--- config.mk ---
export PLATFORM = sky130hd
export DESIGN_NAME = dsl_token_scanner
export DESIGN_NICKNAME = d
export VERILOG_FILES = /design/src/dts_pkg.sv /design/src/dts_front.sv /design/src/dts_queue.sv /design/src/dsl_token_scanner.sv
export SDC_FILE = /design/constraint.sdc
export NUM_CORES = 2
export LEC_CHECK = 0
export ABC_CLOCK_PERIOD_IN_PS = 21500
export CORE_MARGIN = 3
export CORE_UTILIZATION = 35
export CTS_CLUSTER_DIAMETER = 80
export CTS_CLUSTER_SIZE = 12
export DETAILED_ROUTE_END_ITERATION = 8
export DONT_BUFFER_PORTS = 1
export GPL_TIMING_DRIVEN = 0
export HOLD_SLACK_MARGIN = 0.12
export PLACE_DENSITY = 0.46
export SLEW_MARGIN = 20
export SYNTH_ARGS = -nofsm -noshare
export SYNTH_HDL_FRONTEND = slang
export SYNTH_SLANG_ARGS = --single-unit
export TNS_END_PERCENT = 1
--- constraint.sdc ---
create_clock -name clk -period 21.5 [get_ports clk]
set_clock_uncertainty 0.05 [all_clocks]
set_input_delay 2.15 -clock clk [delete_from_list [all_inputs] [get_ports clk]]
set_output_delay 2.15 -clock clk [all_outputs]
set_load 0.1 [all_outputs]
--- src/dts_pkg.sv ---
// Shared types, codes and helper functions for the DSL token scanner.
`default_nettype none
package dts_pkg;

	localparam int OFFSET_WIDTH = 24;
	localparam int LINE_WIDTH   = 20;
	localparam int COLUMN_WIDTH = 16;
	localparam int QUEUE_DEPTH  = 8;
	localparam int QPTR_WIDTH   = $clog2(QUEUE_DEPTH);
	localparam int QCNT_WIDTH   = QPTR_WIDTH + 1;

	localparam logic [3:0] K_EOF    = 4'd0;
	localparam logic [3:0] K_ERR    = 4'd1;
	localparam logic [3:0] K_IDENT  = 4'd2;
	localparam logic [3:0] K_STR    = 4'd3;
	localparam logic [3:0] K_INT    = 4'd4;
	localparam logic [3:0] K_FLOAT  = 4'd5;
	localparam logic [3:0] K_AT     = 4'd6;
	localparam logic [3:0] K_LPAREN = 4'd7;
	localparam logic [3:0] K_RPAREN = 4'd8;
	localparam logic [3:0] K_LBRACE = 4'd9;
	localparam logic [3:0] K_RBRACE = 4'd10;
	localparam logic [3:0] K_COLON  = 4'd11;
	localparam logic [3:0] K_COMMA  = 4'd12;
	localparam logic [3:0] K_MINUS  = 4'd13;

	localparam logic [1:0] E_NONE   = 2'd0;
	localparam logic [1:0] E_UNTERM = 2'd1;
	localparam logic [1:0] E_EXP    = 2'd2;
	localparam logic [1:0] E_UNEXP  = 2'd3;

	localparam logic [7:0] CH_NUL    = 8'h00;
	localparam logic [7:0] CH_TAB    = 8'h09;
	localparam logic [7:0] CH_NL     = 8'h0a;
	localparam logic [7:0] CH_CR     = 8'h0d;
	localparam logic [7:0] CH_SPACE  = 8'h20;
	localparam logic [7:0] CH_QUOTE  = 8'h22;
	localparam logic [7:0] CH_HASH   = 8'h23;
	localparam logic [7:0] CH_LPAREN = 8'h28;
	localparam logic [7:0] CH_RPAREN = 8'h29;
	localparam logic [7:0] CH_PLUS   = 8'h2b;
	localparam logic [7:0] CH_COMMA  = 8'h2c;
	localparam logic [7:0] CH_MINUS  = 8'h2d;
	localparam logic [7:0] CH_DOT    = 8'h2e;
	localparam logic [7:0] CH_SLASH  = 8'h2f;
	localparam logic [7:0] CH_COLON  = 8'h3a;
	localparam logic [7:0] CH_AT     = 8'h40;
	localparam logic [7:0] CH_UPPER_E = 8'h45;
	localparam logic [7:0] CH_BSLASH = 8'h5c;
	localparam logic [7:0] CH_UNDER  = 8'h5f;
	localparam logic [7:0] CH_LOWER_E = 8'h65;
	localparam logic [7:0] CH_LBRACE = 8'h7b;
	localparam logic [7:0] CH_RBRACE = 8'h7d;

	localparam logic [63:0] MAG_CAP   = 64'h8000_0000_0000_0000;
	localparam logic [63:0] LIMIT_LO  = 64'd922337203685477580;
	localparam logic [63:0] LIMIT_HI9 = 64'd922337203685477579;

	typedef struct packed {
		logic [7:0] ch;
		logic       is_end;
	} in_beat_t;

	typedef struct packed {
		logic [3:0]              token_kind;
		logic [1:0]              error_kind;
		logic [OFFSET_WIDTH-1:0] start_offset;
		logic [OFFSET_WIDTH-1:0] text_length;
		logic [LINE_WIDTH-1:0]   line_number;
		logic [COLUMN_WIDTH-1:0] column_number;
		logic signed [63:0]      int_value;
		logic                    last;
	} out_beat_t;

	typedef struct packed {
		logic [1:0]           count;
		out_beat_t [2:0]      rec;
	} wr_bundle_t;

	typedef struct packed {
		logic [OFFSET_WIDTH-1:0] off;
		logic [LINE_WIDTH-1:0]   line;
		logic [COLUMN_WIDTH-1:0] col;
	} pos_t;

	typedef struct packed {
		logic        ovf;
		logic [63:0] val;
	} acc_t;

	function automatic logic is_digit(input logic [7:0] c);
		return (c >= 8'h30) && (c <= 8'h39);
	endfunction

	function automatic logic is_alpha(input logic [7:0] c);
		return ((c >= 8'h61) && (c <= 8'h7a)) || ((c >= 8'h41) && (c <= 8'h5a));
	endfunction

	function automatic logic is_word(input logic [7:0] c);
		return is_alpha(c) || is_digit(c) || (c == CH_UNDER);
	endfunction

	function automatic pos_t step_pos(input pos_t p, input logic [7:0] c);
		pos_t q;
		q = p;
		q.off = p.off + OFFSET_WIDTH'(1);
		if (c == CH_NL) begin
			if (p.line != {LINE_WIDTH{1'b1}})
				q.line = p.line + LINE_WIDTH'(1);
			q.col = COLUMN_WIDTH'(1);
		end else if (p.col != {COLUMN_WIDTH{1'b1}}) begin
			q.col = p.col + COLUMN_WIDTH'(1);
		end
		return q;
	endfunction

	function automatic acc_t add_digit(input acc_t a, input logic [7:0] c);
		acc_t r;
		logic [3:0]  d;
		logic [63:0] lim;
		d = c[3:0];
		lim = (d == 4'd9) ? LIMIT_HI9 : LIMIT_LO;
		if (a.ovf || (a.val > lim)) begin
			r.ovf = 1'b1;
			r.val = MAG_CAP;
		end else begin
			r.ovf = 1'b0;
			r.val = {a.val[60:0], 3'b000} + {a.val[62:0], 1'b0} + 64'(d);
		end
		return r;
	endfunction

	function automatic logic [63:0] int_of(input logic [63:0] acc, input logic neg);
		if (neg)
			return (acc >= MAG_CAP) ? MAG_CAP : (~acc + 64'd1);
		return (acc >= MAG_CAP) ? (MAG_CAP - 64'd1) : acc;
	endfunction

	function automatic out_beat_t mk_rec(
		input logic [3:0]              kind,
		input logic [1:0]              err,
		input logic [OFFSET_WIDTH-1:0] off,
		input logic [OFFSET_WIDTH-1:0] len,
		input logic [LINE_WIDTH-1:0]   line,
		input logic [COLUMN_WIDTH-1:0] col,
		input logic [63:0]             val
	);
		out_beat_t r;
		r.token_kind    = kind;
		r.error_kind    = err;
		r.start_offset  = off;
		r.text_length   = len;
		r.line_number   = line;
		r.column_number = col;
		r.int_value     = val;
		r.last          = 1'b0;
		return r;
	endfunction

endpackage
`default_nettype wire

--- src/dts_front.sv ---
// Scanner front end: classifies each byte and builds up to three result records.
`default_nettype none
module dts_front (
	input  wire logic              clk,
	input  wire logic              arst_n,
	input  wire logic              take,
	input  wire dts_pkg::in_beat_t din,
	output dts_pkg::wr_bundle_t    bundle
);

	localparam logic [3:0] M_IDLE    = 4'd0;
	localparam logic [3:0] M_SLASH   = 4'd1;
	localparam logic [3:0] M_COMMENT = 4'd2;
	localparam logic [3:0] M_MINUS   = 4'd3;
	localparam logic [3:0] M_IDENT   = 4'd4;
	localparam logic [3:0] M_INT     = 4'd5;
	localparam logic [3:0] M_DOT     = 4'd6;
	localparam logic [3:0] M_FRAC    = 4'd7;
	localparam logic [3:0] M_EXP     = 4'd8;
	localparam logic [3:0] M_EXPSIGN = 4'd9;
	localparam logic [3:0] M_EXPDIG  = 4'd10;
	localparam logic [3:0] M_STR     = 4'd11;

	logic [3:0]         mode_q, mode_d;
	dts_pkg::pos_t      cur_q, cur_d, st_q, st_d;
	dts_pkg::acc_t      acc_q, acc_d;
	logic               neg_q, neg_d, esc_q, esc_d;

	always_comb begin
		logic [7:0]              c;
		logic                    rescan;
		logic [1:0]              n;
		logic [3:0]              kind;
		dts_pkg::out_beat_t [2:0] r;
		c = din.ch;
		mode_d = mode_q;
		cur_d = cur_q;
		st_d = st_q;
		acc_d = acc_q;
		neg_d = neg_q;
		esc_d = esc_q;
		rescan = 1'b0;
		n = 2'd0;
		kind = dts_pkg::K_AT;
		r = '0;
		if (din.is_end || (c == dts_pkg::CH_NUL)) begin
			case (mode_q)
				M_SLASH: begin
					r[n] = dts_pkg::mk_rec(dts_pkg::K_ERR, dts_pkg::E_UNEXP, cur_q.off, '0,
						cur_q.line, cur_q.col, '0);
					n = n + 2'd1;
				end
				M_MINUS, M_IDENT, M_INT, M_FRAC, M_EXPDIG: begin
					kind = (mode_q == M_MINUS) ? dts_pkg::K_MINUS :
						(mode_q == M_IDENT) ? dts_pkg::K_IDENT :
						(mode_q == M_INT) ? dts_pkg::K_INT : dts_pkg::K_FLOAT;
					r[n] = dts_pkg::mk_rec(kind, dts_pkg::E_NONE, st_q.off, cur_q.off - st_q.off,
						st_q.line, st_q.col,
						(kind == dts_pkg::K_INT) ? dts_pkg::int_of(acc_q.val, neg_q) : '0);
					n = n + 2'd1;
				end
				M_DOT: begin
					r[n] = dts_pkg::mk_rec(dts_pkg::K_INT, dts_pkg::E_NONE, st_q.off,
						cur_q.off - st_q.off - dts_pkg::OFFSET_WIDTH'(1), st_q.line, st_q.col,
						dts_pkg::int_of(acc_q.val, neg_q));
					n = n + 2'd1;
					r[n] = dts_pkg::mk_rec(dts_pkg::K_ERR, dts_pkg::E_UNEXP, cur_q.off, '0,
						cur_q.line, cur_q.col, '0);
					n = n + 2'd1;
				end
				M_EXP, M_EXPSIGN: begin
					r[n] = dts_pkg::mk_rec(dts_pkg::K_ERR, dts_pkg::E_EXP, cur_q.off, '0,
						cur_q.line, cur_q.col, '0);
					n = n + 2'd1;
				end
				M_STR: begin
					r[n] = dts_pkg::mk_rec(dts_pkg::K_ERR, dts_pkg::E_UNTERM, cur_q.off, '0,
						cur_q.line, cur_q.col, '0);
					n = n + 2'd1;
				end
				default: begin
				end
			endcase
			r[n] = dts_pkg::mk_rec(dts_pkg::K_EOF, dts_pkg::E_NONE, cur_q.off, '0,
				cur_q.line, cur_q.col, '0);
			n = n + 2'd1;
			mode_d = M_IDLE;
			cur_d = '{off: '0, line: dts_pkg::LINE_WIDTH'(1), col: dts_pkg::COLUMN_WIDTH'(1)};
			st_d = cur_d;
			acc_d = '0;
			neg_d = 1'b0;
			esc_d = 1'b0;
		end else begin
			case (mode_q)
				M_SLASH: begin
					if (c == dts_pkg::CH_SLASH) begin
						cur_d = dts_pkg::step_pos(cur_d, c);
						mode_d = M_COMMENT;
					end else begin
						r[n] = dts_pkg::mk_rec(dts_pkg::K_ERR, dts_pkg::E_UNEXP, cur_d.off, '0,
							cur_d.line, cur_d.col, '0);
						n = n + 2'd1;
						rescan = 1'b1;
					end
				end
				M_COMMENT: begin
					if (c != dts_pkg::CH_NL)
						cur_d = dts_pkg::step_pos(cur_d, c);
					else
						rescan = 1'b1;
				end
				M_MINUS: begin
					if (dts_pkg::is_digit(c)) begin
						acc_d = dts_pkg::add_digit(acc_d, c);
						cur_d = dts_pkg::step_pos(cur_d, c);
						mode_d = M_INT;
					end else begin
						r[n] = dts_pkg::mk_rec(dts_pkg::K_MINUS, dts_pkg::E_NONE, st_d.off,
							cur_d.off - st_d.off, st_d.line, st_d.col, '0);
						n = n + 2'd1;
						rescan = 1'b1;
					end
				end
				M_IDENT: begin
					if (dts_pkg::is_word(c)) begin
						cur_d = dts_pkg::step_pos(cur_d, c);
					end else begin
						r[n] = dts_pkg::mk_rec(dts_pkg::K_IDENT, dts_pkg::E_NONE, st_d.off,
							cur_d.off - st_d.off, st_d.line, st_d.col, '0);
						n = n + 2'd1;
						rescan = 1'b1;
					end
				end
				M_INT: begin
					if (dts_pkg::is_digit(c)) begin
						acc_d = dts_pkg::add_digit(acc_d, c);
						cur_d = dts_pkg::step_pos(cur_d, c);
					end else if (c == dts_pkg::CH_DOT) begin
						cur_d = dts_pkg::step_pos(cur_d, c);
						mode_d = M_DOT;
					end else if ((c == dts_pkg::CH_LOWER_E) || (c == dts_pkg::CH_UPPER_E)) begin
						cur_d = dts_pkg::step_pos(cur_d, c);
						mode_d = M_EXP;
					end else begin
						r[n] = dts_pkg::mk_rec(dts_pkg::K_INT, dts_pkg::E_NONE, st_d.off,
							cur_d.off - st_d.off, st_d.line, st_d.col,
							dts_pkg::int_of(acc_d.val, neg_d));
						n = n + 2'd1;
						rescan = 1'b1;
					end
				end
				M_DOT: begin
					if (dts_pkg::is_digit(c)) begin
						cur_d = dts_pkg::step_pos(cur_d, c);
						mode_d = M_FRAC;
					end else begin
						r[n] = dts_pkg::mk_rec(dts_pkg::K_INT, dts_pkg::E_NONE, st_d.off,
							cur_d.off - st_d.off - dts_pkg::OFFSET_WIDTH'(1), st_d.line, st_d.col,
							dts_pkg::int_of(acc_d.val, neg_d));
						n = n + 2'd1;
						r[n] = dts_pkg::mk_rec(dts_pkg::K_ERR, dts_pkg::E_UNEXP, cur_d.off, '0,
							cur_d.line, cur_d.col, '0);
						n = n + 2'd1;
						rescan = 1'b1;
					end
				end
				M_FRAC: begin
					if (dts_pkg::is_digit(c)) begin
						cur_d = dts_pkg::step_pos(cur_d, c);
					end else if ((c == dts_pkg::CH_LOWER_E) || (c == dts_pkg::CH_UPPER_E)) begin
						cur_d = dts_pkg::step_pos(cur_d, c);
						mode_d = M_EXP;
					end else begin
						r[n] = dts_pkg::mk_rec(dts_pkg::K_FLOAT, dts_pkg::E_NONE, st_d.off,
							cur_d.off - st_d.off, st_d.line, st_d.col, '0);
						n = n + 2'd1;
						rescan = 1'b1;
					end
				end
				M_EXP: begin
					if ((c == dts_pkg::CH_PLUS) || (c == dts_pkg::CH_MINUS)) begin
						cur_d = dts_pkg::step_pos(cur_d, c);
						mode_d = M_EXPSIGN;
					end else if (dts_pkg::is_digit(c)) begin
						cur_d = dts_pkg::step_pos(cur_d, c);
						mode_d = M_EXPDIG;
					end else begin
						r[n] = dts_pkg::mk_rec(dts_pkg::K_ERR, dts_pkg::E_EXP, cur_d.off, '0,
							cur_d.line, cur_d.col, '0);
						n = n + 2'd1;
						rescan = 1'b1;
					end
				end
				M_EXPSIGN: begin
					if (dts_pkg::is_digit(c)) begin
						cur_d = dts_pkg::step_pos(cur_d, c);
						mode_d = M_EXPDIG;
					end else begin
						r[n] = dts_pkg::mk_rec(dts_pkg::K_ERR, dts_pkg::E_EXP, cur_d.off, '0,
							cur_d.line, cur_d.col, '0);
						n = n + 2'd1;
						rescan = 1'b1;
					end
				end
				M_EXPDIG: begin
					if (dts_pkg::is_digit(c)) begin
						cur_d = dts_pkg::step_pos(cur_d, c);
					end else begin
						r[n] = dts_pkg::mk_rec(dts_pkg::K_FLOAT, dts_pkg::E_NONE, st_d.off,
							cur_d.off - st_d.off, st_d.line, st_d.col, '0);
						n = n + 2'd1;
						rescan = 1'b1;
					end
				end
				M_STR: begin
					cur_d = dts_pkg::step_pos(cur_d, c);
					if (esc_d) begin
						esc_d = 1'b0;
					end else if (c == dts_pkg::CH_BSLASH) begin
						esc_d = 1'b1;
					end else if (c == dts_pkg::CH_QUOTE) begin
						r[n] = dts_pkg::mk_rec(dts_pkg::K_STR, dts_pkg::E_NONE,
							st_d.off + dts_pkg::OFFSET_WIDTH'(1),
							cur_d.off - st_d.off - dts_pkg::OFFSET_WIDTH'(2),
							st_d.line, st_d.col, '0);
						n = n + 2'd1;
						mode_d = M_IDLE;
					end
				end
				default: rescan = 1'b1;
			endcase
			if (rescan) begin
				mode_d = M_IDLE;
				if ((c == dts_pkg::CH_SPACE) || (c == dts_pkg::CH_TAB) ||
					(c == dts_pkg::CH_CR) || (c == dts_pkg::CH_NL)) begin
					cur_d = dts_pkg::step_pos(cur_d, c);
				end else if (c == dts_pkg::CH_HASH) begin
					cur_d = dts_pkg::step_pos(cur_d, c);
					mode_d = M_COMMENT;
				end else begin
					st_d = cur_d;
					cur_d = dts_pkg::step_pos(cur_d, c);
					if (c == dts_pkg::CH_SLASH) begin
						mode_d = M_SLASH;
					end else if (dts_pkg::is_alpha(c) || (c == dts_pkg::CH_UNDER)) begin
						mode_d = M_IDENT;
					end else if ((c == dts_pkg::CH_MINUS) || dts_pkg::is_digit(c)) begin
						neg_d = (c == dts_pkg::CH_MINUS);
						acc_d = '0;
						if (c == dts_pkg::CH_MINUS) begin
							mode_d = M_MINUS;
						end else begin
							acc_d = dts_pkg::add_digit('0, c);
							mode_d = M_INT;
						end
					end else if (c == dts_pkg::CH_QUOTE) begin
						esc_d = 1'b0;
						mode_d = M_STR;
					end else begin
						case (c)
							dts_pkg::CH_AT:     kind = dts_pkg::K_AT;
							dts_pkg::CH_LPAREN: kind = dts_pkg::K_LPAREN;
							dts_pkg::CH_RPAREN: kind = dts_pkg::K_RPAREN;
							dts_pkg::CH_LBRACE: kind = dts_pkg::K_LBRACE;
							dts_pkg::CH_RBRACE: kind = dts_pkg::K_RBRACE;
							dts_pkg::CH_COLON:  kind = dts_pkg::K_COLON;
							dts_pkg::CH_COMMA:  kind = dts_pkg::K_COMMA;
							default:            kind = dts_pkg::K_ERR;
						endcase
						if (kind == dts_pkg::K_ERR)
							r[n] = dts_pkg::mk_rec(dts_pkg::K_ERR, dts_pkg::E_UNEXP, cur_d.off,
								'0, cur_d.line, cur_d.col, '0);
						else
							r[n] = dts_pkg::mk_rec(kind, dts_pkg::E_NONE, st_d.off,
								cur_d.off - st_d.off, st_d.line, st_d.col, '0);
						n = n + 2'd1;
					end
				end
			end
		end
		if (n != 2'd0)
			r[n - 2'd1].last = 1'b1;
		bundle.count = take ? n : 2'd0;
		bundle.rec = r;
	end

	always_ff @(posedge clk or negedge arst_n) begin
		if (!arst_n) begin
			mode_q <= M_IDLE;
			cur_q <= '{off: '0, line: dts_pkg::LINE_WIDTH'(1), col: dts_pkg::COLUMN_WIDTH'(1)};
			st_q <= '{off: '0, line: dts_pkg::LINE_WIDTH'(1), col: dts_pkg::COLUMN_WIDTH'(1)};
			acc_q <= '0;
			neg_q <= 1'b0;
			esc_q <= 1'b0;
		end else if (take) begin
			mode_q <= mode_d;
			cur_q <= cur_d;
			st_q <= st_d;
			acc_q <= acc_d;
			neg_q <= neg_d;
			esc_q <= esc_d;
		end
	end

endmodule
`default_nettype wire

--- src/dts_queue.sv ---
// Result queue: takes up to three records a cycle, delivers one beat a cycle while pop is high.
`default_nettype none
module dts_queue (
	input  wire logic                            clk,
	input  wire logic                            arst_n,
	input  wire dts_pkg::wr_bundle_t             bundle,
	input  wire logic                            pop,
	output logic                                 full,
	output logic                                 empty,
	output dts_pkg::out_beat_t                   dout,
	output logic [dts_pkg::QCNT_WIDTH-1:0]       level
);

	dts_pkg::out_beat_t                 mem_q [dts_pkg::QUEUE_DEPTH];
	logic [dts_pkg::QPTR_WIDTH-1:0]     wp_q, rp_q;
	logic [dts_pkg::QCNT_WIDTH-1:0]     cnt_q;
	logic                               do_pop;

	assign empty  = (cnt_q == '0);
	assign full   = (cnt_q > dts_pkg::QCNT_WIDTH'(dts_pkg::QUEUE_DEPTH - 3));
	assign do_pop = pop && !empty;
	assign dout   = mem_q[rp_q];
	assign level  = cnt_q;

	always_ff @(posedge clk) begin
		for (int i = 0; i < 3; i++) begin
			if (2'(i) < bundle.count)
				mem_q[wp_q + dts_pkg::QPTR_WIDTH'(i)] <= bundle.rec[i];
		end
	end

	always_ff @(posedge clk or negedge arst_n) begin
		if (!arst_n) begin
			wp_q <= '0;
			rp_q <= '0;
			cnt_q <= '0;
		end else begin
			wp_q <= wp_q + dts_pkg::QPTR_WIDTH'(bundle.count);
			if (do_pop)
				rp_q <= rp_q + dts_pkg::QPTR_WIDTH'(1);
			cnt_q <= cnt_q + dts_pkg::QCNT_WIDTH'(bundle.count)
				- dts_pkg::QCNT_WIDTH'(do_pop);
		end
	end

endmodule
`default_nettype wire

--- src/dsl_token_scanner.sv ---
// Top level of the DSL token scanner: front end, result queue and checks.
//
//  channel  | handshake          | beat
//  ---------+--------------------+---------------------------
//  source   | push / full        | din  (ch, is_end)
//  tokens   | pop / empty        | dout (token record, last)
//
// One source byte per cycle while full is low; a byte yields zero to three tokens
// written to the eight-entry result queue in the same cycle it is taken.
// full rises when fewer than three queue entries are free, so input stalls
// only while the token side is behind.
// Tokens leave at one per cycle while pop is high; the first appears the cycle after its byte.
// Reset clears scanner state and queue pointers; no clearing pass.
`default_nettype none
module dsl_token_scanner (
	input  wire logic               clk,
	input  wire logic               arst_n,
	input  wire logic               push,
	output logic                    full,
	input  wire dts_pkg::in_beat_t  din,
	output logic                    empty,
	input  wire logic               pop,
	output dts_pkg::out_beat_t      dout
);

	dts_pkg::wr_bundle_t                bundle;
	logic [dts_pkg::QCNT_WIDTH-1:0]     level;
	logic                               take;

	assign take = push && !full;

	dts_front u_front (
		.clk    (clk),
		.arst_n (arst_n),
		.take   (take),
		.din    (din),
		.bundle (bundle)
	);

	dts_queue u_queue (
		.clk    (clk),
		.arst_n (arst_n),
		.bundle (bundle),
		.pop    (pop),
		.full   (full),
		.empty  (empty),
		.dout   (dout),
		.level  (level)
	);

	a_level_bound: assert property (@(posedge clk) disable iff (!arst_n)
		level <= dts_pkg::QCNT_WIDTH'(dts_pkg::QUEUE_DEPTH))
		else $error("result queue overrun");

	a_end_gives_eof: assert property (@(posedge clk) disable iff (!arst_n)
		(take && (din.is_end || (din.ch == dts_pkg::CH_NUL))) |->
		(bundle.count != 2'd0) &&
		(bundle.rec[bundle.count - 2'd1].token_kind == dts_pkg::K_EOF))
		else $error("end of source without eof");

	a_err_code: assert property (@(posedge clk) disable iff (!arst_n)
		!empty |-> ((dout.token_kind == dts_pkg::K_ERR) == (dout.error_kind != dts_pkg::E_NONE)))
		else $error("error code mismatch");

	a_no_write_idle: assert property (@(posedge clk) disable iff (!arst_n)
		!take |-> (bundle.count == 2'd0))
		else $error("records written without an input beat");

endmodule
`default_nettype wire

# Word-level counts from Yosys, hierarchy flattened
# Memory sizes are Yosys's and may differ from the RTL's.
# Cells that the tools add are included.
[word_totals]
reg_bits = 201
mem_bits_rw = 1240
input_bits = 13
out_inout_bits = 157
word_cells = 354
memories = 1
[op_classes]
add_sub_neg = 24
n_lt_le_gt_ge = 19
n_eq_ne = 52
mux = 206
bitwise = 1
reduce_logical = 37
[memory_table]
columns = ["memory", "depth", "width", "rd", "rd_ports_with_merged_regs", "write_ports", "line_no", "rtl"]
rows = [
  ["u_queue.mem_q", 8, 155, 1, 0, 3, "dts_queue.sv:14", "dts_pkg::out_beat_t mem_q [dts_pkg::QUEUE_DEPTH];"],
]
[op_table]
columns = ["op", "n"]
rows = [
  ["$mux W465", 10],
  ["$mux W155", 13],
  ["$bwmux W465", 4],
  ["$pmux W155 S10", 1],
  ["$mux W60", 16],
  ["$demux W155 S2", 3],
  ["$mux W65", 12],
  ["$pmux W155 S5", 1],
  ["$mux W152", 4],
  ["$mux W64", 8],
  ["$pmux W60 S8", 1],
  ["$mux W154", 3],
  ["$mux W307", 1],
  ["$mux W153", 2],
  ["$mux W20", 8],
  ["$mux W16", 8],
  ["$mux W4", 30],
  ["$eq A8 B6 Y1 const B", 11],
  ["$add A24 B1 Y24 const B", 3],
  ["$mux W36", 2],
  ["$sub A24 B24 Y24", 3],
  ["$add A64 B1 Y64 const B", 1],
  ["$add A64 B4 Y64", 1],
  ["$add A64 B64 Y64", 1],
  ["other kinds (60)", 192],
]

# Depth between registers and ports, before layout
[logic_depth]
depth_word = 27
ltp_mapped = 28
ltp_nobuf = 24

# Hierarchy
# From an unflattened synthesis, not the netlist that was laid out.
[hier_totals]
cells_unflattened = 13046
hier_area_um2 = 114599.9
[modules_own_cells]
columns = ["mod", "n_inst", "cells_each", "area_per_inst_um2", "seq_area_each_um2"]
rows = [
  ["dts_queue", 1, 8650, 83395.0, 37486.0],
  ["dts_front", 1, 4395, 31191.2, 4784.6],
  ["dsl_token_scanner", 1, 1, 13.8, 0.0],
]

# Least setup slack after synthesis
# OpenSTA, ideal clock, no wires.
[synth_timing]
path_type = "input to register"
start = "input din[7] (netlist bit)"
end = "memory u_queue.mem_q[1][0] (netlist bit) (enable)"
setup_ps = 898
t_arrival_ps = 16346
t_required_ps = 20552
path_slack_ps = 4206
stages = 13
path_buffers = 2
path_cell_list = "clkbuf_1 nor4b_1 a21oi_1 a211oi_1 nand4_1 nand4b_1 nand2b_1 buf_2 o21ai_1 mux2_2 nor2_2 o21ai_0 o31ai_1"
[synth_lines]
columns = ["element", "line_no", "rtl"]
rows = [
  ["start: declaration", "dsl_token_scanner.sv:20", "input wire dts_pkg::in_beat_t din,"],
  ["end: declaration", "dts_queue.sv:14", ""],
]

==> PnR_summary.wiki <==
{| class="wikitable"
! Metric !! Value
|-
| Run status || finished clean
|-
| Initial Utilization || 35.3%
|-
| Unrepaired setup endpoints after global routing || false
|-
| Final critical-path required period || approximately 11 ns
|-
| R2R Path End || u_queue.mem_q[4][25]$_SDFFCE_PP0P_
|-
| Final-report max-slew violation count || 0
|-
| Largest area contributor in the synthesized netlist || sky130_fd_sc_hd__edfxtp_1
|-
| Syn Std Cell Area || 88100 um2
|-
| Average instance area after synthesis || 10.8 um2
|-
| Number of instances on the worst hold path || 2
|-
| Largest vdd supply drop || between 0.1 and 0.15 mV
|-
| Cell count of the worst reg-to-reg path || 26
|-
| Sinks on Clock Net || 1441
|-
| Number of nets produced by synthesis || roughly 8.4k
|-
| Critical-path cell with the highest stage delay || sky130_fd_sc_hd__nor3_2
|-
| Met2 Routed Length || ~190000 um
|-
| Final core area utilization || between 40% and 50%
|-
| Total setup violations reported at the end of the flow || 0
|-
| Die height || 508 um
|-
| Routed Antenna Nets || 0
|-
| GRT overflow || 0
|-
| Clock buffers created by TritonCTS || 150
|-
| Static leakage power || ~36 nW
|-
| Hold Startpoint || u_front.st_q[14]$_DFFE_PN0P_
|-
| Ports || 170
|-
| Worst r2r src || u_front.mode_q[2]$_DFFE_PN0P_
|-
| Total number of nets in the final design || 8760
|-
| Sum of routed wire segments on met1 || about 190000 um
|-
| Antenna violations before repair || 23
|-
| Most common flop cell mapped by yosys || sky130_fd_sc_hd__edfxtp_1
|-
| Area of the die || roughly 260000 um2
|-
| Clock-pin slew reported for the worst setup and hold paths after clock tree synthesis || roughly 0.06 ns
|-
| Biggest cell delay along the critical path || 0.96 ns
|-
| Endpoint, Worst Hold || u_front.st_q[14]$_DFFE_PN0P_
|-
| Fraction of layout instances using a drive strength above 1 || 12.9%
|-
| Global-route usage over all layers || a little over a third
|-
| Endpoint class of the critical path || flop
|-
| Wire length after detailed routing || 465000 um
|-
| Pwr Total || between 15 and 20 mW
|-
| Worst Hold Class || reg -> reg
|-
| TritonCTS clock tree || built
|-
| Max clock buf depth || 3
|-
| Final critical-path share of the clock period || roughly 53%
|-
| Skew-Pair Late Insertion Delay || just under 0.9 ns
|-
| Number of synthesized flops with an enable pin || ~1.2k
|-
| Vias in the first global route || around 75k
|-
| Crit path max fanout || 13
|-
| Number of setup buffers added after CTS || 0
|-
| Achievable clock frequency || between 80 and 90 MHz
|-
| Violation count after the first detailed-route iteration || between 10k and 15k
|-
| Synthesis-stage register bit count || 1441
|-
| Drt via density || approximately 6.7
|-
| Post-route DRC violation count || 0
|-
| Hold Fails Final Rpt || 0
|-
| Global-route wire length before repair || around 630000 um
|-
| PD cells || roughly 170 nW/um2
|-
| Library cell appearing most often on the critical path || sky130_fd_sc_hd__buf_16
|-
| Gate Count Post-Synth || 8183
|-
| Area growth from synthesis to layout || 14.0%
|-
| Fraction of synthesized cell area taken by the top area cell type || 42.3%
|-
| Yosys warnings || 0
|-
| Slew at the pin closest to its max-slew limit || approximately 1.4 ns
|-
| Sum Neg Setup Slack || 0 ns
|-
| Routed wire length per instance || a little under 40 um
|-
| Reg-to-reg slack, setup || approximately 11 ns
|-
| Via Count || roughly 80k
|-
| Critical path required time || roughly 22 ns
|-
| Critical setup path kind || in -> reg
|-
| Buffer cell driving the clock tree root || sky130_fd_sc_hd__clkbuf_16
|-
| Cell row count || 183
|-
| Top-count cell post-synth || sky130_fd_sc_hd__edfxtp_1
|-
| Metal3 WL || 59600 um
|-
| Uppermost layer routed || met5
|-
| CTS H-tree lvls || 4
|-
| Count of cells resized by post-cts repair || 0
|-
| Estimated wirelength of the detail-placed design || 352000 um
|-
| Maximum number of pins on one net before global-route repair || about 200
|-
| Share of synthesized area occupied by flip-flops and latches || around 48%
|-
| Element type at the critical path start || input port
|-
| Share of synthesized registers carrying an async set or reset || 13.9%
|-
| Reported max-cap violation count || 0
|-
| Most numerous cell types in the synthesized netlist || sky130_fd_sc_hd__edfxtp_1 (1240), sky130_fd_sc_hd__nor2_1 (944), sky130_fd_sc_hd__nand2_1 (853)
|-
| Final GP Congestion || 0.991
|-
| Port bufs || 0
|-
| Launch point of the worst path || din[7]
|-
| Netlist cell types || 109
|-
| Post-route insts no fill || 11.9k
|-
| Ranking of synthesized cells by area || sky130_fd_sc_hd__edfxtp_1 (42%), sky130_fd_sc_hd__mux4_2 (7.9%), sky130_fd_sc_hd__dfrtp_1 (5.6%), sky130_fd_sc_hd__nor2_1 (4.0%), sky130_fd_sc_hd__nand2_1 (3.6%)
|-
| Worst relative slew slack || under 10%
|-
| Core region area || between 200000 and 250000 um2
|-
| Cell breakdown of the critical path || clkbuf_1 > nor4b_1 > a21oi_1 > a211oi_1 > nand4_1 > nand4b_1 > nand2b_1 > buf_2 > o21ai_1 > mux2_2 > nor2_2 > clkinv_1 > nor3_2 > nor2_1 > clkbuf_1 > o21ai_4 > buf_16 > buf_16 > buf_16 > buf_16 > buf_16 > buf_8 > buf_16
|-
| Layout filler cell count || 24.3k
|-
| Width of the chip || 508 um
|-
| Total of hold buffers inserted after clock tree synthesis || 0
|-
| Cell count after placement || ~12k
|-
| Total iterations of the first detailed-routing run || 7
|-
| Critical path data arrival time || about 12 ns
|}
==> flip-flops by register name, summed over array words and instances, names as in the netlist <==
register	count
u_front.acc_q	65
u_front.cur_q	60
u_front.esc_q	1
u_front.mode_q	4
u_front.neg_q	1
u_front.st_q	60
u_queue.level	4
u_queue.mem_q	1240
u_queue.rp_q	3
u_queue.wp_q	3
==> kinds of logic (layout without fill, tap and decap cells) <==
kind of cell               count (synthesis)  in the layout  synth area share (%)
buffers and inverters                    831           1192                  3.58
AOI/OAI and AO/OA                       2416           2416                  19.3
DFF                                     1441           1441                  48.0
adders and majority gates                250            250                  3.60
xor gates and xnor gates                 278            278                  2.76
and+or+nand+nor                         2456           2456                  12.3
other                                      0             10                     0
muxes                                    511            511                  10.4
==> final cells by class <==
type | instances | area, um2 | area share, %
sequential | 1441 | 42300 | 42.1
tap | 3330 | 4170 | 4.15
multi-input combinational | 5911 | 43300 | 43.1
antenna | 10 | 25.0 | 0.0249
buffer | 666 | 2620 | 2.60
inverter | 165 | 619 | 0.616
clock buffer | 165 | 3890 | 3.87
clock inverter | 34 | 692 | 0.688
timing repair buffer | 162 | 2910 | 2.89
==> how the worst max path moves through the flow <==
stage,slack [ns],cells after the start,endpoint
floorplan,4.21,13,u_queue.mem_q[1][0]$_DFFE_PP_
global placement,-12.97,12,u_queue.mem_q[1][28]$_SDFFCE_PP0P_
detailed placement,9.67,26,u_queue.mem_q[7][118]$_DFFE_PP_
CTS,10.59,26,u_queue.mem_q[7][118]$_DFFE_PP_
global route,10.13,26,u_queue.mem_q[6][118]$_DFFE_PP_
finish,10.12,23,u_queue.mem_q[4][25]$_SDFFCE_PP0P_
==> layer usage <==
layer	global-route usage, %	vias to the layer above
met4	14.5	18
met2	49.3	5372
met5	0	-
met1	49.0	40700
li1	-	32500
met3	11.6	958
==> per-stage QoR <==
step | area [um2] | hold slack (ns) | setup WS (ns)
after floorplan | 88100 | 0.421 | 4.21
after global placement | 92300 | 0.448 | -12.97
after detailed placement | 95700 | 0.452 | 9.67
after CTS | 100000 | 0.465 | 10.59
after global routing | 100000 | 0.497 | 10.13
final | 101000 | 0.473 | 10.12
==> report_power, final <==
part           internal, mW  total, mW  switching [mW]
sequential             3.78       3.96           0.181
combinational          2.68       10.4            7.77
clock                  1.41       2.65            1.24
total                  7.86       17.0            9.18
==> critical path: cells and delay by family <==
| family | cells | cell delay, ns |
|---|---|---|
| AND/OR/NAND/NOR | 7 | 4.43 |
| buffers and inverters | 11 | 3.16 |
| AO/OA/AOI/OAI | 4 | 1.74 |
| multiplexers | 1 | 0.38 |
==> cells in the final DEF, fill, tap and decap left out, types with 78 or more instances in the layout <==
cell type / instances
sky130_fd_sc_hd__o22ai_1: 264
sky130_fd_sc_hd__dfrtp_1: 197
sky130_fd_sc_hd__xnor2_1: 142
sky130_fd_sc_hd__a22oi_1: 220
sky130_fd_sc_hd__inv_1: 162
sky130_fd_sc_hd__clkbuf_16: 152
sky130_fd_sc_hd__nand2_1: 853
sky130_fd_sc_hd__a21oi_1: 281
sky130_fd_sc_hd__mux4_2: 310
sky130_fd_sc_hd__xor2_1: 115
sky130_fd_sc_hd__mux2_2: 165
sky130_fd_sc_hd__clkbuf_1: 489
sky130_fd_sc_hd__a21o_1: 81
sky130_fd_sc_hd__ha_1: 244
sky130_fd_sc_hd__o221ai_1: 346
sky130_fd_sc_hd__nor3_1: 100
sky130_fd_sc_hd__a22o_1: 119
sky130_fd_sc_hd__nand3_1: 124
sky130_fd_sc_hd__a221o_1: 78
sky130_fd_sc_hd__edfxtp_1: 1240
sky130_fd_sc_hd__nor2_1: 936
sky130_fd_sc_hd__buf_1: 102
sky130_fd_sc_hd__o21ai_0: 447
No activity file was read; power rests on OpenSTA's default activity.
